==> src/rtl/core/pump_time_proportion_drive_assert.svh <==
// Assertion macros for the pump drive.
`ifndef PUMP_TIME_PROPORTION_DRIVE_ASSERT_SVH
`define PUMP_TIME_PROPORTION_DRIVE_ASSERT_SVH

`ifndef SYNTHESIS
// Check a property at each rising edge, quiet while reset is asserted.
`define PTPD_ASSERT(label, clk, rst_n, prop) \
    label: assert property (@(posedge clk) disable iff (!rst_n) prop) \
        else $error("pump drive assertion failed");
// Check a property at each rising edge, reset included.
`define PTPD_ASSERT_ALWAYS(label, clk, prop) \
    label: assert property (@(posedge clk) prop) \
        else $error("pump drive assertion failed");
`else
`define PTPD_ASSERT(label, clk, rst_n, prop)
`define PTPD_ASSERT_ALWAYS(label, clk, prop)
`endif

`endif

==> src/rtl/core/ptpd_pkg.sv <==
`timescale 1ns / 1ps

package ptpd_pkg;

    localparam int RATE_W   = 16;
    localparam int MS_W     = 16;
    localparam int FULL_W   = 24;
    localparam int PROD_W   = MS_W + RATE_W;
    localparam int VOL_W    = 48;
    localparam int SEC_W    = 10;
    localparam int CFG_IDX_W = 2;
    localparam int CFG_W    = 24;
    localparam int VOL_SLOTS = 4;

    localparam logic [MS_W-1:0]  MIN_ON_MS        = 16'd50;
    localparam logic [SEC_W-1:0] TICKS_PER_UPDATE = 10'd1000;
    localparam logic [MS_W-1:0]  ELAPSED_SAT      = '1;

    // actions
    localparam logic [1:0] ACT_TICK    = 2'd0;
    localparam logic [1:0] ACT_ENABLE  = 2'd1;
    localparam logic [1:0] ACT_DISABLE = 2'd2;
    localparam logic [1:0] ACT_CLEAR   = 2'd3;

    // process modes
    localparam logic [1:0] MODE_RECT    = 2'd0;
    localparam logic [1:0] MODE_DISTILL = 2'd1;

    // rectification phases / volume slots
    localparam logic [1:0] PHASE_OTHER  = 2'd3;
    localparam logic [1:0] SLOT_DISTILL = 2'd3;

    // configuration register indexes
    localparam logic [CFG_IDX_W-1:0] REG_MIN_RATE  = 2'd0;
    localparam logic [CFG_IDX_W-1:0] REG_MAX_RATE  = 2'd1;
    localparam logic [CFG_IDX_W-1:0] REG_PERIOD    = 2'd2;
    localparam logic [CFG_IDX_W-1:0] REG_FULL_RATE = 2'd3;

    typedef struct packed {
        logic [1:0]        action;
        logic [RATE_W-1:0] flow_rate;
        logic              running;
        logic [1:0]        process_mode;
        logic [1:0]        phase;
    } cmd_t;

    typedef struct packed {
        logic              pump_drive;
        logic              pump_enabled;
        logic [RATE_W-1:0] rate_now;
        logic [MS_W-1:0]   on_time_ms;
        logic [VOL_W-1:0]  heads_volume;
        logic [VOL_W-1:0]  body_volume;
        logic [VOL_W-1:0]  tails_volume;
        logic [VOL_W-1:0]  distill_volume;
    } rsp_t;

endpackage

==> src/rtl/core/pump_time_proportion_drive.sv <==
// Sequence: a tick, disable or clear beat, or an enable below the minimum rate, goes from
// idle straight to the emit state, which loads its result beat; an enable with zero calibration
// first passes multiply and finish, any other enable multiply, 32 restoring steps on one subtractor and finish.
// A stalled earlier result holds the emit state before the load.
// Input stalls from acceptance until the load, so a new beat is taken only once the last is through.
// Reset: asynchronous, clears control, volumes and config to defaults; no sweep.
`timescale 1ns / 1ps

`include "pump_time_proportion_drive_assert.svh"

module pump_time_proportion_drive (
    input  logic                           clk,
    input  logic                           rst_n,
    input  logic                           cfg_wen,
    input  logic [ptpd_pkg::CFG_IDX_W-1:0] cfg_index,
    input  logic [ptpd_pkg::CFG_W-1:0]     cfg_data,
    input  logic                           cmd_valid,
    output logic                           cmd_stall,
    input  ptpd_pkg::cmd_t                 cmd,
    output logic                           rsp_valid,
    input  logic                           rsp_stall,
    output ptpd_pkg::rsp_t                 rsp
);
    import ptpd_pkg::*;

    typedef enum logic [2:0] {
        S_IDLE,
        S_MUL,
        S_DIV,
        S_FIN,
        S_EMIT
    } state_t;

    state_t state_reg, state_next;

    logic [RATE_W-1:0] min_rate_reg, min_rate_next;
    logic [RATE_W-1:0] max_rate_reg, max_rate_next;
    logic [MS_W-1:0]   period_reg, period_next;
    logic [FULL_W-1:0] full_reg, full_next;

    logic              drive_reg, drive_next;
    logic              enabled_reg, enabled_next;
    logic [RATE_W-1:0] rate_reg, rate_next;
    logic [MS_W-1:0]   on_reg, on_next;
    logic [MS_W-1:0]   elapsed_reg, elapsed_next;
    logic [SEC_W-1:0]  sec_reg, sec_next;
    logic [VOL_W-1:0]  vol_reg [VOL_SLOTS];
    logic [VOL_W-1:0]  vol_next [VOL_SLOTS];

    logic [RATE_W-1:0] work_rate_reg, work_rate_next;
    logic [PROD_W-1:0] quo_reg, quo_next;
    logic [FULL_W-1:0] rem_reg, rem_next;
    logic [4:0]        step_reg, step_next;

    logic              rsp_valid_reg, rsp_valid_next;
    rsp_t              rsp_reg, rsp_next;

    logic              cmd_take;
    logic [MS_W-1:0]   elapsed_inc;
    logic              restart;
    logic [MS_W-1:0]   elapsed_tick;
    logic              drive_tick;
    logic [SEC_W:0]    sec_inc;
    logic              sec_wrap;
    logic              credit;
    logic [1:0]        slot;
    logic [VOL_W:0]    vol_sum;
    logic [VOL_W-1:0]  vol_sat;
    logic [RATE_W-1:0] req_clamped;
    logic [FULL_W:0]   rem_shift;
    logic              fits;
    logic [FULL_W:0]   rem_diff;
    logic [MS_W-1:0]   on_cap;
    logic [MS_W-1:0]   on_fin;

    assign cmd_stall = (state_reg != S_IDLE);
    assign cmd_take  = cmd_valid && !cmd_stall;
    assign rsp_valid = rsp_valid_reg;
    assign rsp       = rsp_reg;

    // tick datapath
    always_comb
    begin
        elapsed_inc  = (elapsed_reg == ELAPSED_SAT) ? elapsed_reg : elapsed_reg + 1'b1;
        restart      = (elapsed_inc >= period_reg);
        elapsed_tick = restart ? '0 : elapsed_inc;
        drive_tick   = (restart && (on_reg != '0)) ? 1'b1 : drive_reg;
        if ((on_reg == '0) || (elapsed_tick >= on_reg))
        begin
            drive_tick = 1'b0;
        end
        sec_inc  = {1'b0, sec_reg} + 1'b1;
        sec_wrap = (sec_inc >= {1'b0, TICKS_PER_UPDATE});
        slot     = cmd.phase;
        credit   = 1'b0;
        if (cmd.running)
        begin
            if (cmd.process_mode == MODE_RECT)
            begin
                credit = (cmd.phase != PHASE_OTHER);
            end
            else if (cmd.process_mode == MODE_DISTILL)
            begin
                credit = 1'b1;
                slot   = SLOT_DISTILL;
            end
        end
        vol_sum = {1'b0, vol_reg[slot]} + {{(VOL_W+1-RATE_W){1'b0}}, rate_reg};
        vol_sat = vol_sum[VOL_W] ? '1 : vol_sum[VOL_W-1:0];
    end

    // enable datapath: clamp, one divide step, finish
    always_comb
    begin
        req_clamped = (cmd.flow_rate > max_rate_reg) ? max_rate_reg : cmd.flow_rate;
        rem_shift   = {rem_reg, quo_reg[PROD_W-1]};
        fits        = (rem_shift >= {1'b0, full_reg});
        rem_diff    = rem_shift - {1'b0, full_reg};
        on_cap      = (quo_reg > {{(PROD_W-MS_W){1'b0}}, period_reg}) ?
                      period_reg : quo_reg[MS_W-1:0];
        on_fin      = ((on_cap != '0) && (on_cap < MIN_ON_MS)) ? MIN_ON_MS : on_cap;
    end

    always_comb
    begin
        state_next     = state_reg;
        min_rate_next  = min_rate_reg;
        max_rate_next  = max_rate_reg;
        period_next    = period_reg;
        full_next      = full_reg;
        drive_next     = drive_reg;
        enabled_next   = enabled_reg;
        rate_next      = rate_reg;
        on_next        = on_reg;
        elapsed_next   = elapsed_reg;
        sec_next       = sec_reg;
        vol_next       = vol_reg;
        work_rate_next = work_rate_reg;
        quo_next       = quo_reg;
        rem_next       = rem_reg;
        step_next      = step_reg;
        rsp_valid_next = rsp_valid_reg;
        rsp_next       = rsp_reg;

        if (cfg_wen)
        begin
            unique case (cfg_index)
                REG_MIN_RATE:  min_rate_next = cfg_data[RATE_W-1:0];
                REG_MAX_RATE:  max_rate_next = cfg_data[RATE_W-1:0];
                REG_PERIOD:    period_next   = cfg_data[MS_W-1:0];
                REG_FULL_RATE: full_next     = cfg_data[FULL_W-1:0];
            endcase
        end

        // drop the result beat once taken
        if (rsp_valid_reg && !rsp_stall)
        begin
            rsp_valid_next = 1'b0;
        end

        unique case (state_reg)
            S_IDLE:
            begin
                if (cmd_take)
                begin
                    state_next = S_EMIT;
                    unique case (cmd.action)
                        ACT_TICK:
                        begin
                            if (!enabled_reg)
                            begin
                                elapsed_next = elapsed_inc;
                                drive_next   = 1'b0;
                            end
                            else
                            begin
                                elapsed_next = elapsed_tick;
                                drive_next   = drive_tick;
                                sec_next     = sec_wrap ? '0 : sec_inc[SEC_W-1:0];
                                if (sec_wrap && credit)
                                begin
                                    vol_next[slot] = vol_sat;
                                end
                            end
                        end
                        ACT_ENABLE:
                        begin
                            if (cmd.flow_rate < min_rate_reg)
                            begin
                                drive_next   = 1'b0;
                                enabled_next = 1'b0;
                                rate_next    = '0;
                                on_next      = '0;
                            end
                            else
                            begin
                                work_rate_next = req_clamped;
                                state_next     = S_MUL;
                            end
                        end
                        ACT_DISABLE:
                        begin
                            drive_next   = 1'b0;
                            enabled_next = 1'b0;
                            rate_next    = '0;
                            on_next      = '0;
                        end
                        ACT_CLEAR:
                        begin
                            for (int i = 0; i < VOL_SLOTS; i++)
                            begin
                                vol_next[i] = '0;
                            end
                        end
                    endcase
                end
            end
            S_MUL:
            begin
                rem_next  = '0;
                step_next = '0;
                if (full_reg == '0)
                begin
                    // no calibration: treat as full duty
                    quo_next   = (work_rate_reg != '0) ?
                                 {{(PROD_W-MS_W){1'b0}}, period_reg} : '0;
                    state_next = S_FIN;
                end
                else
                begin
                    quo_next   = period_reg * work_rate_reg;
                    state_next = S_DIV;
                end
            end
            S_DIV:
            begin
                quo_next  = {quo_reg[PROD_W-2:0], fits};
                rem_next  = fits ? rem_diff[FULL_W-1:0] : rem_shift[FULL_W-1:0];
                step_next = step_reg + 1'b1;
                if (step_reg == 5'(PROD_W - 1))
                begin
                    state_next = S_FIN;
                end
            end
            S_FIN:
            begin
                rate_next    = work_rate_reg;
                on_next      = on_fin;
                enabled_next = 1'b1;
                state_next   = S_EMIT;
            end
            S_EMIT:
            begin
                // hold until the output slot is free
                if (!rsp_valid_reg || !rsp_stall)
                begin
                    rsp_valid_next          = 1'b1;
                    rsp_next.pump_drive     = drive_reg;
                    rsp_next.pump_enabled   = enabled_reg;
                    rsp_next.rate_now       = rate_reg;
                    rsp_next.on_time_ms     = on_reg;
                    rsp_next.heads_volume   = vol_reg[0];
                    rsp_next.body_volume    = vol_reg[1];
                    rsp_next.tails_volume   = vol_reg[2];
                    rsp_next.distill_volume = vol_reg[3];
                    state_next              = S_IDLE;
                end
            end
            default:
            begin
                state_next = S_IDLE;
            end
        endcase
    end

    always_ff @(posedge clk or negedge rst_n)
    begin
        if (!rst_n)
        begin
            state_reg     <= S_IDLE;
            min_rate_reg  <= 16'd0;
            max_rate_reg  <= 16'd2000;
            period_reg    <= 16'd10000;
            full_reg      <= 24'd3600;
            drive_reg     <= 1'b0;
            enabled_reg   <= 1'b0;
            rate_reg      <= '0;
            on_reg        <= '0;
            elapsed_reg   <= ELAPSED_SAT;
            sec_reg       <= '0;
            for (int i = 0; i < VOL_SLOTS; i++)
            begin
                vol_reg[i] <= '0;
            end
            work_rate_reg <= '0;
            quo_reg       <= '0;
            rem_reg       <= '0;
            step_reg      <= '0;
            rsp_valid_reg <= 1'b0;
            rsp_reg       <= '0;
        end
        else
        begin
            state_reg     <= state_next;
            min_rate_reg  <= min_rate_next;
            max_rate_reg  <= max_rate_next;
            period_reg    <= period_next;
            full_reg      <= full_next;
            drive_reg     <= drive_next;
            enabled_reg   <= enabled_next;
            rate_reg      <= rate_next;
            on_reg        <= on_next;
            elapsed_reg   <= elapsed_next;
            sec_reg       <= sec_next;
            vol_reg       <= vol_next;
            work_rate_reg <= work_rate_next;
            quo_reg       <= quo_next;
            rem_reg       <= rem_next;
            step_reg      <= step_next;
            rsp_valid_reg <= rsp_valid_next;
            rsp_reg       <= rsp_next;
        end
    end

    `PTPD_ASSERT(a_drive_needs_enable, clk, rst_n, drive_reg |-> enabled_reg)
    `PTPD_ASSERT(a_off_clears_rate, clk, rst_n, !enabled_reg |-> (rate_reg == '0 && on_reg == '0))
    `PTPD_ASSERT(a_on_time_floor, clk, rst_n, (on_reg != '0) |-> (on_reg >= MIN_ON_MS))
    `PTPD_ASSERT(a_sec_range, clk, rst_n, sec_reg < TICKS_PER_UPDATE)
    `PTPD_ASSERT(a_div_ends, clk, rst_n, (state_reg == S_DIV && step_reg == 5'(PROD_W - 1)) |=> (state_reg == S_FIN))

endmodule
==> config.mk <==
export PLATFORM = sky130hd
export DESIGN_NAME = pump_time_proportion_drive
export DESIGN_NICKNAME = d
export VERILOG_FILES = /design/src/rtl/core/ptpd_pkg.sv /design/src/rtl/core/pump_time_proportion_drive.sv
export VERILOG_INCLUDE_DIRS = /design/src /design/src/rtl/core
export SDC_FILE = /design/constraint.sdc
export NUM_CORES = 2
export LEC_CHECK = 0
export BUFFER_PORTS_ARGS = -buffer_cell sky130_fd_sc_hd__buf_2
export CAP_MARGIN = 20
export CORE_ASPECT_RATIO = 0.8
export CORE_UTILIZATION = 53
export CTS_CLUSTER_DIAMETER = 150
export DETAILED_ROUTE_END_ITERATION = 16
export PLACE_DENSITY = 0.78
export SLEW_MARGIN = 20
export SYNTH_ARGS = -nofsm -noshare
export SYNTH_HDL_FRONTEND = slang
export SYNTH_SLANG_ARGS = --single-unit
==> constraint.sdc <==
create_clock -name clk -period 12.35 [get_ports clk]
set_input_delay 1.8525 -clock clk [delete_from_list [all_inputs] [get_ports clk]]
set_output_delay 1.8525 -clock clk [all_outputs]
set_load 0.05 [all_outputs]
==> flow_metrics.env <==
export IMPL_outcome="finished, final reports clean"
export IMPL_final_core_util=0.5923
export IMPL_synth_yosys_seq_area_share=0.3927
export IMPL_min_path_type="flip-flop to flip-flop"
export IMPL_synth_enable_flop_cells=0
export IMPL_worst_skew_pair_late_latency_ps=660
export IMPL_yosysUniqueCellTypes=84
export IMPL_largest_register_ff_count=226
export IMPL_seq_area_sq_um=15830
export IMPL_placementRows=90
export IMPL_cts_resized=0
export IMPL_design_core_area_sq_um=75330
export IMPL_worst_hold_path_num_cells=2
export IMPL_worst_ep_arrival_time_ps=7220
export IMPL_fraction_of_final_layout_cells_with_drive_strength_greater_than_1=0.1889
export IMPL_drtPass1Iterations=5
export IMPL_ant_nets=0
export IMPL_measured_slew_at_the_worst_slew_check_pin_ps=1355
export IMPL_final_net_count=4698
export IMPL_crit_type="flip-flop to flip-flop"
export IMPL_timing_final_max_slew_violations=0
export IMPL_hold_path_endpoint="rsp[198]"
export IMPL_post_cts_repair_setup_buffers=0
export IMPL_max_cap_viols=0
export IMPL_routed_via_count=31890
export IMPL_clock_skew_final_ps=37.22
export IMPL_htree_levels=2
export IMPL_mean_instance_size_in_the_synthesized_netlist_sq_um=9.905
export IMPL_worst_r2r_endpoint="quo_reg[29]"
export IMPL_detail_route_wirelength_um=110500
export IMPL_placedCellCount=5166
export IMPL_wl_per_cell_um=20.91
export IMPL_cts_tree="done"
export IMPL_dp_hpwl_um=78030
export IMPL_postSynthRegisterBits=631
export IMPL_reg2reg_depth=20
export IMPL_clock_sink_count=631
export IMPL_period_share=0.5411
export IMPL_port_buffers=281
export IMPL_synth_nets=4550
export IMPL_unrepaired_setup_endpoints_after_global_routing="false"
export IMPL_synth_area_leaders="sky130_fd_sc_hd__dfrtp_1 (37%), sky130_fd_sc_hd__fa_1 (9.7%), sky130_fd_sc_hd__mux2_2 (8.2%), sky130_fd_sc_hd__ha_1 (7.2%), sky130_fd_sc_hd__nand2_1 (4.7%)"
export IMPL_cts_hold_fix_buffers=0
export IMPL_tightest_slew_margin_relative_to_the_limit=0.08940
export IMPL_grt_pass1_wl_um=173900
export IMPL_cts_buffer_depth=3
export IMPL_synth_area_sq_um=40300
export IMPL_syn2layout_area_growth_pct=10.71
export IMPL_chipWidth_um=310.3
export IMPL_critical_path_startpoint_type="flip-flop"
export IMPL_globalplace_congestion=0.9293
export IMPL_number_of_global_route_vias_before_repair=31130
export IMPL_drt_initial_drc_count=3084
export IMPL_rrSetupSlack_ps=5670
export IMPL_antenna_violations_before_repair=6
export IMPL_stdcell_count=5284
export IMPL_global_route_overflow_total=0
export IMPL_drt_drc_violations_left=0
export IMPL_post_synth_arst_share=1.000
export IMPL_die_h_um=248.7
export IMPL_multi_input_comb_area_sq_um=22300
export IMPL_period_minus_slack_ps=6682
export IMPL_timing_final_hold_violations=0
export IMPL_die_area_sq_um=77160
export IMPL_cts_made_buffers=60
export IMPL_syn_inst=4069
export IMPL_cp_end_kind="flip-flop"
export IMPL_route_detailed_vias_per_inst=6.036
export IMPL_timing_critical_path_required_ps=12880
export IMPL_grt_start_max_net_pins=189
export IMPL_clk_root_buffer_cell="sky130_fd_sc_hd__clkbuf_16"
export IMPL_synth_top_area_share=0.3725
export IMPL_n_fill_cell=6109
export IMPL_cts_clk_slew_worst_paths_ps=60
export IMPL_yosys_warnings=0
export IMPL_top_level_ports=282
export IMPL_timing_fmax_mhz=149.6
export IMPL_timing_setup_tns_ps=0
export IMPL_most_common_flop_cell_mapped_by_yosys="sky130_fd_sc_hd__dfrtp_1"
export IMPL_initial_utilization=0.5350
export IMPL_synth_largest_area_cell="sky130_fd_sc_hd__dfrtp_1"
export IMPL_r2r_start="period_reg[7]"
export IMPL_critical_path_peak_fanout=20
export IMPL_global_route_usage_total=0.2852
export IMPL_report_final_setup_viol=0
export IMPL_hold_path_startpoint="rsp[198]"
cell usage after synthesis, drive strengths merged (53+ instances only):
cell type,instances
dfrtp,600
nand2,506
o21ai,382
inv,354
mux2,294
ha,231
clkbuf,196
fa,196
nor2,156
a21oi,136
and2,122
nand2b,61
nor2b,60
nand3,58
xnor2,58
o31ai,53
layout by cell type, fill, tap and decap left out, types with 26 or more instances in the layout:
master / netlist / layout
sky130_fd_sc_hd__o21ai_1: 54 / 53
sky130_fd_sc_hd__dfrtp_1: 600 / 600
sky130_fd_sc_hd__a22o_1: 32 / 32
sky130_fd_sc_hd__and3_1: 26 / 26
sky130_fd_sc_hd__dfstp_2: 31 / 31
sky130_fd_sc_hd__and2_1: 122 / 122
sky130_fd_sc_hd__xnor2_1: 58 / 58
sky130_fd_sc_hd__mux2_2: 294 / 294
sky130_fd_sc_hd__mux2i_1: 42 / 42
sky130_fd_sc_hd__nor4_1: 30 / 30
sky130_fd_sc_hd__ha_1: 231 / 231
sky130_fd_sc_hd__a2111oi_0: 27 / 27
sky130_fd_sc_hd__a21o_1: 47 / 47
sky130_fd_sc_hd__clkbuf_16: 0 / 60
sky130_fd_sc_hd__a211oi_1: 26 / 26
sky130_fd_sc_hd__fa_1: 196 / 196
sky130_fd_sc_hd__nand2_1: 506 / 504
sky130_fd_sc_hd__nand4_1: 45 / 45
sky130_fd_sc_hd__nor2b_1: 60 / 59
sky130_fd_sc_hd__nand3_1: 56 / 52
sky130_fd_sc_hd__buf_2: 12 / 278
sky130_fd_sc_hd__nor2_1: 155 / 154
sky130_fd_sc_hd__buf_4: 17 / 39
sky130_fd_sc_hd__inv_1: 354 / 354
sky130_fd_sc_hd__nand2b_1: 61 / 61
sky130_fd_sc_hd__o31ai_1: 53 / 52
sky130_fd_sc_hd__o21ai_0: 326 / 326
sky130_fd_sc_hd__a21oi_1: 136 / 133
kinds of logic (layout without fill, tap and decap cells):
logic type,count (synthesis),after routing,share of synthesized area
simple gates,1146,1146,0.1380
compound gates,856,856,0.1317
flops,631,631,0.3927
buf+inv,589,786,0.05774
fa+ha+maj,428,428,0.1693
mux,336,336,0.09257
xor+xnor,83,83,0.01804
other cells,0,6,0
layout make-up:
class	instances	share of cell area
tap	1012	0.02838
clock buffer	81	0.03788
multi-input combinational	2849	0.4997
clock inverter	30	0.009786
timing repair buffer	321	0.03942
antenna	6	0.0003365
inverter	354	0.02978
sequential	631	0.3547
metrics by stage:
stage,area [sq um],setup slack (ps),hold slack (ps)
floorplan,40300,6066,437.5
global placement,42460,5570,457.1
detailed placement,42460,5473,459.3
CTS,44590,5741,487.0
global route,44620,5355,493.1
finish,44620,5668,487.7
layer usage:
| layer | wire, um | global-route usage | up-vias |
|---|---|---|---|
| met2 | 47960 | 0.4205 | 1491 |
| li1 | - | - | 14210 |
| met3 | 10600 | 0.05685 | 244 |
| met4 | 4026 | 0.1022 | 4 |
| met5 | 34 | 0 | - |
| met1 | 47840 | 0.4165 | 15950 |
worst max-delay path by stage:
stage	to	start	slack, ps	cells past startpoint
floorplan	vol_reg[114]	cmd[0]	6070	20
global placement	vol_reg[137]	cmd[3]	5570	20
detailed placement	vol_reg[87]	cmd[3]	5470	20
CTS	quo_reg[29]	period_reg[6]	5740	20
global route	drive_reg	elapsed_reg[0]	5360	26
finish	quo_reg[29]	period_reg[7]	5670	20
critical path, cell delays in order, from the launching register on:
cell                       delay, ps
sky130_fd_sc_hd__dfrtp_1         960
sky130_fd_sc_hd__and2_1          270
sky130_fd_sc_hd__fa_1            430
sky130_fd_sc_hd__inv_1            90
sky130_fd_sc_hd__fa_1            410
sky130_fd_sc_hd__fa_1            530
sky130_fd_sc_hd__inv_1            50
sky130_fd_sc_hd__fa_1            460
sky130_fd_sc_hd__fa_1            550
sky130_fd_sc_hd__inv_1            60
sky130_fd_sc_hd__fa_1            520
sky130_fd_sc_hd__inv_1            40
sky130_fd_sc_hd__ha_1            400
sky130_fd_sc_hd__and3_1          230
sky130_fd_sc_hd__nand4_1         160
sky130_fd_sc_hd__nand3b_1        260
sky130_fd_sc_hd__a31o_2          260
sky130_fd_sc_hd__o21ai_0         260
sky130_fd_sc_hd__o221a_2         280
sky130_fd_sc_hd__a21oi_1          70
sky130_fd_sc_hd__a211o_1         270
Power is left out: the tool's default activity adds up to more than one toggle a clock period on the data nets, which glitch-free logic cannot reach.
